$ cat src/design/icpr_pkg.sv
// package for the icmp probe reply classifier: constants, result codes, field bundle
`timescale 1ns / 1ps

package icpr_pkg;

    // icmp header values of interest
    localparam logic [7:0] TYPE_TIME_EXCEEDED = 8'd11;
    localparam logic [7:0] CODE_IN_TRANSIT    = 8'd0;
    localparam logic [7:0] TYPE_ECHO_REPLY    = 8'd0;
    localparam logic [8:0] ICMP_HDR_BYTES     = 9'd8;

    // byte offsets inside an icmp header
    localparam logic [8:0] OFS_CODE      = 9'd1;
    localparam logic [8:0] OFS_IDENT_HI  = 9'd4;
    localparam logic [8:0] OFS_IDENT_LO  = 9'd5;
    localparam logic [8:0] OFS_SEQ_HI    = 9'd6;
    localparam logic [8:0] OFS_SEQ_LO    = 9'd7;

    localparam logic [7:0] POS_MAX = 8'hFF;

    // classification result
    typedef enum logic [1:0] {
        KIND_NO_MATCH      = 2'd0,
        KIND_TIME_EXCEEDED = 2'd1,
        KIND_ECHO_REPLY    = 2'd2
    } reply_kind_t;

    // packet fields as seen after the current byte is captured
    typedef struct packed {
        logic [8:0]  len;
        logic [5:0]  outer_hdr;
        logic [7:0]  outer_type;
        logic [7:0]  outer_code;
        logic [15:0] outer_ident;
        logic [15:0] outer_seq;
        logic [5:0]  inner_hdr;
        logic [15:0] inner_ident;
        logic [15:0] inner_seq;
    } pkt_fields_t;

endpackage

$ cat src/design/icpr_parser.sv
// byte parser: tracks position and captures header fields at their offsets
`timescale 1ns / 1ps

module icpr_parser (
    input  logic                 aclk,
    input  logic                 aresetn,
    input  logic                 advance,
    input  logic [7:0]           packet_byte,
    input  logic                 last_byte,
    output icpr_pkg::pkt_fields_t fields
);
    import icpr_pkg::*;

    logic [7:0]  pos_reg, pos_next;
    logic [5:0]  outer_hdr_reg;
    logic [7:0]  outer_type_reg;
    logic [7:0]  outer_code_reg;
    logic [15:0] outer_ident_reg;
    logic [15:0] outer_seq_reg;
    logic [5:0]  inner_hdr_reg;
    logic [15:0] inner_ident_reg;
    logic [15:0] inner_seq_reg;

    logic [8:0]  pos9;
    logic [8:0]  outer_ofs;
    logic [8:0]  inner_ip_ofs;
    logic [8:0]  inner_icmp_ofs;
    pkt_fields_t cur;

    // offsets for this byte, then field capture including the current byte
    always_comb begin
        pos9 = {1'b0, pos_reg};
        cur.outer_hdr = (pos_reg == 8'd0) ? {packet_byte[3:0], 2'b00} : outer_hdr_reg;
        outer_ofs = {3'b000, cur.outer_hdr};
        inner_ip_ofs = outer_ofs + ICMP_HDR_BYTES;
        cur.inner_hdr = (pos9 == inner_ip_ofs) ? {packet_byte[3:0], 2'b00} : inner_hdr_reg;
        inner_icmp_ofs = inner_ip_ofs + {3'b000, cur.inner_hdr};

        cur.len = pos9 + 9'd1;
        cur.outer_type  = (pos9 == outer_ofs) ? packet_byte : outer_type_reg;
        cur.outer_code  = (pos9 == outer_ofs + OFS_CODE) ? packet_byte : outer_code_reg;
        cur.outer_ident = outer_ident_reg;
        cur.outer_seq   = outer_seq_reg;
        cur.inner_ident = inner_ident_reg;
        cur.inner_seq   = inner_seq_reg;
        if (pos9 == outer_ofs + OFS_IDENT_HI) begin
            cur.outer_ident[15:8] = packet_byte;
        end
        if (pos9 == outer_ofs + OFS_IDENT_LO) begin
            cur.outer_ident[7:0] = packet_byte;
        end
        if (pos9 == outer_ofs + OFS_SEQ_HI) begin
            cur.outer_seq[15:8] = packet_byte;
        end
        if (pos9 == outer_ofs + OFS_SEQ_LO) begin
            cur.outer_seq[7:0] = packet_byte;
        end
        if (pos9 == inner_icmp_ofs + OFS_IDENT_HI) begin
            cur.inner_ident[15:8] = packet_byte;
        end
        if (pos9 == inner_icmp_ofs + OFS_IDENT_LO) begin
            cur.inner_ident[7:0] = packet_byte;
        end
        if (pos9 == inner_icmp_ofs + OFS_SEQ_HI) begin
            cur.inner_seq[15:8] = packet_byte;
        end
        if (pos9 == inner_icmp_ofs + OFS_SEQ_LO) begin
            cur.inner_seq[7:0] = packet_byte;
        end
    end

    // saturating byte position
    assign pos_next = (pos_reg == POS_MAX) ? POS_MAX : pos_reg + 8'd1;

    // packet state, cleared on reset and after the final byte
    always_ff @(posedge aclk) begin
        if (!aresetn || (advance && last_byte)) begin
            pos_reg         <= '0;
            outer_hdr_reg   <= '0;
            outer_type_reg  <= '0;
            outer_code_reg  <= '0;
            outer_ident_reg <= '0;
            outer_seq_reg   <= '0;
            inner_hdr_reg   <= '0;
            inner_ident_reg <= '0;
            inner_seq_reg   <= '0;
        end else if (advance) begin
            pos_reg         <= pos_next;
            outer_hdr_reg   <= cur.outer_hdr;
            outer_type_reg  <= cur.outer_type;
            outer_code_reg  <= cur.outer_code;
            outer_ident_reg <= cur.outer_ident;
            outer_seq_reg   <= cur.outer_seq;
            inner_hdr_reg   <= cur.inner_hdr;
            inner_ident_reg <= cur.inner_ident;
            inner_seq_reg   <= cur.inner_seq;
        end
    end

    assign fields = cur;

endmodule

$ cat src/design/icpr_classify.sv
// classifier: decides the reply kind from the captured fields
`timescale 1ns / 1ps

module icpr_classify (
    input  icpr_pkg::pkt_fields_t fields,
    input  logic [15:0]           probe_identifier,
    input  logic [15:0]           expected_sequence,
    output icpr_pkg::reply_kind_t reply_kind
);
    import icpr_pkg::*;

    logic [8:0] outer_need;
    logic [8:0] inner_need;
    logic       te_hit;
    logic       echo_hit;

    // minimum lengths for each kind of reply
    assign outer_need = {3'b000, fields.outer_hdr} + ICMP_HDR_BYTES;
    assign inner_need = outer_need + {3'b000, fields.inner_hdr} + ICMP_HDR_BYTES;

    // match tests
    assign te_hit = (fields.outer_type == TYPE_TIME_EXCEEDED)
                 && (fields.outer_code == CODE_IN_TRANSIT)
                 && (fields.len >= inner_need)
                 && (fields.inner_ident == probe_identifier)
                 && (fields.inner_seq == expected_sequence);

    assign echo_hit = (fields.outer_type == TYPE_ECHO_REPLY)
                   && (fields.len >= outer_need)
                   && (fields.outer_ident == probe_identifier)
                   && (fields.outer_seq == expected_sequence);

    always_comb begin
        if (te_hit) begin
            reply_kind = KIND_TIME_EXCEEDED;
        end else if (echo_hit) begin
            reply_kind = KIND_ECHO_REPLY;
        end else begin
            reply_kind = KIND_NO_MATCH;
        end
    end

endmodule

$ cat src/design/icmp_probe_reply_classifier.sv
// top level of the icmp probe reply classifier
//
//   channel   direction  handshake            payload
//   s_        in         s_valid / s_ready    s_packet_byte, s_last_byte, s_expected_sequence
//   m_        out        m_valid / m_ready    m_reply_kind
//   cfg_      in         cfg_valid/cfg_ready  cfg_probe_identifier
//
// one byte item per cycle unless stalled; bytes pass an input register, then the parser and
// classifier logic, and the final byte of a packet loads the result register
// a result is registered when its final byte moves on from the input register
// s_ready drops only while a final byte waits on a result that m_ready holds
// aresetn is synchronous; it clears packet state, valids and the identifier
`timescale 1ns / 1ps

module icmp_probe_reply_classifier (
    input  logic        aclk,
    input  logic        aresetn,
    input  logic        s_valid,
    output logic        s_ready,
    input  logic [7:0]  s_packet_byte,
    input  logic        s_last_byte,
    input  logic [15:0] s_expected_sequence,
    output logic        m_valid,
    input  logic        m_ready,
    output logic [1:0]  m_reply_kind,
    input  logic        cfg_valid,
    output logic        cfg_ready,
    input  logic [15:0] cfg_probe_identifier
);
    import icpr_pkg::*;

    logic        in_valid_reg;
    logic [7:0]  in_byte_reg;
    logic        in_last_reg;
    logic [15:0] in_seq_reg;
    logic        out_valid_reg;
    reply_kind_t kind_reg;
    reply_kind_t kind_next;
    logic [15:0] probe_id_reg;
    logic        advance;
    pkt_fields_t fields;

    // a byte moves on unless it would overwrite a result not yet taken
    assign advance = in_valid_reg && (!in_last_reg || !out_valid_reg || m_ready);
    assign s_ready = !in_valid_reg || advance;
    assign cfg_ready = 1'b1;

    // input register
    always_ff @(posedge aclk) begin
        if (!aresetn) begin
            in_valid_reg <= 1'b0;
        end else if (s_ready) begin
            in_valid_reg <= s_valid;
        end
    end

    always_ff @(posedge aclk) begin
        if (s_ready && s_valid) begin
            in_byte_reg <= s_packet_byte;
            in_last_reg <= s_last_byte;
            in_seq_reg  <= s_expected_sequence;
        end
    end

    // probe identifier register
    always_ff @(posedge aclk) begin
        if (!aresetn) begin
            probe_id_reg <= '0;
        end else if (cfg_valid && cfg_ready) begin
            probe_id_reg <= cfg_probe_identifier;
        end
    end

    icpr_parser u_parser (
        .aclk        (aclk),
        .aresetn     (aresetn),
        .advance     (advance),
        .packet_byte (in_byte_reg),
        .last_byte   (in_last_reg),
        .fields      (fields)
    );

    icpr_classify u_classify (
        .fields            (fields),
        .probe_identifier  (probe_id_reg),
        .expected_sequence (in_seq_reg),
        .reply_kind        (kind_next)
    );

    // result register
    always_ff @(posedge aclk) begin
        if (!aresetn) begin
            out_valid_reg <= 1'b0;
        end else if (advance && in_last_reg) begin
            out_valid_reg <= 1'b1;
        end else if (m_ready) begin
            out_valid_reg <= 1'b0;
        end
    end

    always_ff @(posedge aclk) begin
        if (advance && in_last_reg) begin
            kind_reg <= kind_next;
        end
    end

    assign m_valid      = out_valid_reg;
    assign m_reply_kind = kind_reg;

endmodule

$ cat config.mk
export PLATFORM = sky130hd
export DESIGN_NAME = icmp_probe_reply_classifier
export DESIGN_NICKNAME = d
export VERILOG_FILES = /design/src/design/icpr_pkg.sv /design/src/design/icpr_parser.sv /design/src/design/icpr_classify.sv /design/src/design/icmp_probe_reply_classifier.sv
export SDC_FILE = /design/constraint.sdc
export NUM_CORES = 1
export LEC_CHECK = 0
export BUFFER_PORTS_ARGS = -buffer_cell sky130_fd_sc_hd__buf_2
export CAP_MARGIN = 20
export CORE_MARGIN = 2
export CORE_UTILIZATION = 65
export CTS_CLUSTER_DIAMETER = 40
export DETAILED_ROUTE_END_ITERATION = 6
export GPL_ROUTABILITY_DRIVEN = 0
export PLACE_DENSITY = 0.81
export SYNTH_ARGS = -nofsm -noshare
export SYNTH_HDL_FRONTEND = slang
export SYNTH_SLANG_ARGS = --single-unit
$ cat constraint.sdc
create_clock -name aclk -period 13.9 [get_ports aclk]
set_input_delay 4.17 -clock aclk [delete_from_list [all_inputs] [get_ports aclk]]
set_output_delay 4.17 -clock aclk [all_outputs]
set_load 0.03 [all_outputs]
==> metrics.md <==
| Metric | Value |
|---|---|
| Mapped Cells | 1160 |
| Period utilization | 65.0% |
| Final Hold Fails | 0 |
| Layout cells sized above 1 | 10.7% |
| CP arrival | 4870 ps |
| CP Capture Type | output port |
| Area grow syn2layout | 9.22% |
| Mapped Area | 0.00966 mm^2 |
| Routed wire length | 27200 um |
| Worst hold path depth | 1 |
| H-tree levels | 4 |
| Pin count of the biggest net entering global routing | 99 |
| Crit path time final | 9040 ps |
| Initial Utilization | 66.5% |
| Setup TNS | 0 ps |
| Top-Level Pins | 51 |
| Leak | 0.00428 uW |
| Design area | 0.0106 mm^2 |
| Die Wd | 126 um |
| Core Rows | 44 |
| Synth unique cells | 84 |
| Achievable Freq | 0.111 GHz |
| Via Count | 8914 |
| Post-synthesis sequential area ratio | 32.8% |
| DR pass1 iterations | 6 |
| Setup crit start kind | primary input |
| Post-synth EDFFs | 27 |
| Synthesized area per cell | 8.33 um^2 |
| Synth Register Bits | 145 |
| Post-Route Utilization | 72.6% |
| WHS | 472 ps |
| Placed inst area | 0.00995 mm^2 |
| Post-CTS Hold Fix Bufs | 0 |
| FFs w/ async S/R, synth | 0% |
| Vias per cell | 6.52 |
| Clk pin slew, worst setup/hold paths | 60 ps |
| Post-CTS Setup Bufs | 0 |
| Final #Nets | 1261 |
| DP HPWL | 18800 um |
| First-pass GRT wire length | 43500 um |
| Ys flop type | dfxtp_1 |
| Clock latency on the worst-skew pair | 430 ps |
| Clock Sinks | 145 |
| Worst reg2reg path depth | 25 |
| CTS root buf | clkbuf_16 |
| Relative slew margins | 29.0% |
| DR WL/cell | 19.9 um |
| GRT Resource Usage Total | 34.2% |
| Worst Path Required | 9730 ps |
| TritonCTS clock tree | built |
| IR drop worst, VDD | 0.000152 V |
| Post-route ant nets | 0 |
| Grt ovf | 0 |
| Core area | 0.0145 mm^2 |
| Max-cap viol count | 0 |
| Post-CTS resize count | 0 |
| Cts bufs inserted | 17 |
| 1st-iter DRT viols | 1091 |
| RSZ-0062 raised after global routing | false |
| Slew @ Worst Pin | 1060 ps |
| Initial antenna violation count | 1 |
| Crit Path Class | primary input to output port |
| Status | finished clean |
| Diode count | 0 |
| CP Max Fanout | 4 |
| Number of global-route vias before repair | 8310 |
| Clock tree buffer depth | 2 |
| Chip height | 126 um |
| Number of port buffers | 49 |
| Final Skew | 8.50 ps |
| Die area | 0.0159 mm^2 |
| Final Slew Violations | 0 |
| Tot Pwr | 1110 uW |
| DRC violations left | 0 |
| Final setup violation count | 0 |
| Ys Warns | 0 |
| Power Density | 105 mW/mm^2 |
| Worst Hold Class | flop to flop |
==> metrics by stage <==
step,setup slack [ps],cells
3_3_place_gp,4910,1334
3_5_place_dp,4880,1334
6_report,4860,1368
4_1_cts,4870,1366
5_1_grt,4790,1368
2_1_floorplan,5070,1161
==> logic make-up after synthesis <==
kind of cell	share of synthesized area, %
and+or+nand+nor	20.9
AOI/OAI and AO/OA	17.0
DFF	32.8
buffers and inverters	5.58
muxes	10.5
xor gates and xnor gates	7.32
adders and majority gates	5.78
other	0.0388
==> synthesized netlist by cell type, types with 6 or more instances <==
| library cell | n | area, um^2 |
|---|---|---|
| buf_2 | 9 | 45.0 |
| nor2_1 | 170 | 638 |
| nand4_1 | 12 | 75.1 |
| a21oi_1 | 96 | 480 |
| mux2_2 | 10 | 113 |
| nor4_1 | 8 | 50.1 |
| a211oi_1 | 8 | 60.1 |
| clkbuf_1 | 57 | 214 |
| edfxtp_1 | 27 | 811 |
| nor3_1 | 27 | 135 |
| and2_1 | 11 | 68.8 |
| inv_1 | 58 | 218 |
| nand2b_1 | 10 | 62.6 |
| or3_1 | 7 | 43.8 |
| or2_2 | 7 | 43.8 |
| a21o_1 | 11 | 82.6 |
| nor3b_1 | 7 | 52.6 |
| o21ai_0 | 30 | 150 |
| dfxtp_1 | 118 | 2360 |
| xor2_1 | 32 | 280 |
| nand3_1 | 29 | 145 |
| and3_1 | 14 | 87.6 |
| xnor2_1 | 41 | 359 |
| o22ai_1 | 16 | 100 |
| nand2_1 | 51 | 191 |
| ha_1 | 43 | 538 |
| o2111ai_1 | 6 | 52.6 |
| o31ai_1 | 7 | 52.6 |
| a31oi_1 | 6 | 37.5 |
| mux2i_1 | 89 | 891 |
| or4_1 | 9 | 67.6 |
| nor2b_1 | 29 | 181 |
==> critical path: stages <==
cell and delay, ps:
buf_2 100, nor2b_1 280, nand3_1 130, buf_2 190
==> metal layers <==
| metal | global-route usage, % | part of all wire [%] | routed length [um] |
|---|---|---|---|
| met1 | 46.3 | 41 | 11200 |
| met2 | 53.1 | 44 | 11900 |
| met3 | 8.07 | 11 | 2910 |
| met4 | 13.8 | 4.2 | 1130 |
| met5 | 0 | 0 | 0 |
==> cells in the final DEF, fill, tap and decap left out, types with 10 or more instances in the layout <==
cell | netlist | layout
o22ai_1 | 16 | 16
buf_2 | 9 | 49
xor2_1 | 32 | 32
edfxtp_1 | 27 | 27
xnor2_1 | 41 | 41
buf_4 | 3 | 11
a21oi_1 | 96 | 96
and2_1 | 11 | 11
nor3_1 | 27 | 27
ha_1 | 43 | 43
mux2i_1 | 89 | 89
nor2_1 | 170 | 170
dfxtp_1 | 118 | 118
nand4_1 | 12 | 12
a21o_1 | 11 | 11
nand3_1 | 29 | 29
nor2b_1 | 29 | 29
o21ai_0 | 30 | 30
inv_1 | 58 | 58
mux2_2 | 10 | 10
and3_1 | 14 | 14
clkbuf_16 | 0 | 17
nand2_1 | 51 | 51
==> report_power, final <==
| part | total [uW] | internal (uW) | switching (uW) | leakage [uW] |
|---|---|---|---|---|
| clock network | 451 | 253 | 198 | 0.000283 |
| registers | 453 | 438 | 15.1 | 0.00122 |
| logic | 208 | 80.0 | 128 | 0.00278 |
==> cell type report <==
class	instances	area (um^2)
multi-input combinational	881	5970
sequential	145	3170
timing repair buffer	62	360
fill	1128	3980
inverter	64	243
tap	184	230
clock buffer	18	429
clock inverter	14	145
==> final timing paths <==
check,start,end,slack [ps]
min,u_parser.inner_hdr_reg[1],u_parser.inner_hdr_reg[1],470
max,m_ready,s_ready,4860
min reg2reg,u_parser.inner_hdr_reg[1],u_parser.inner_hdr_reg[1],470
max reg2reg,u_parser.pos_reg[1],m_reply_kind[0],5550
No activity file was read; power rests on OpenSTA's default activity.
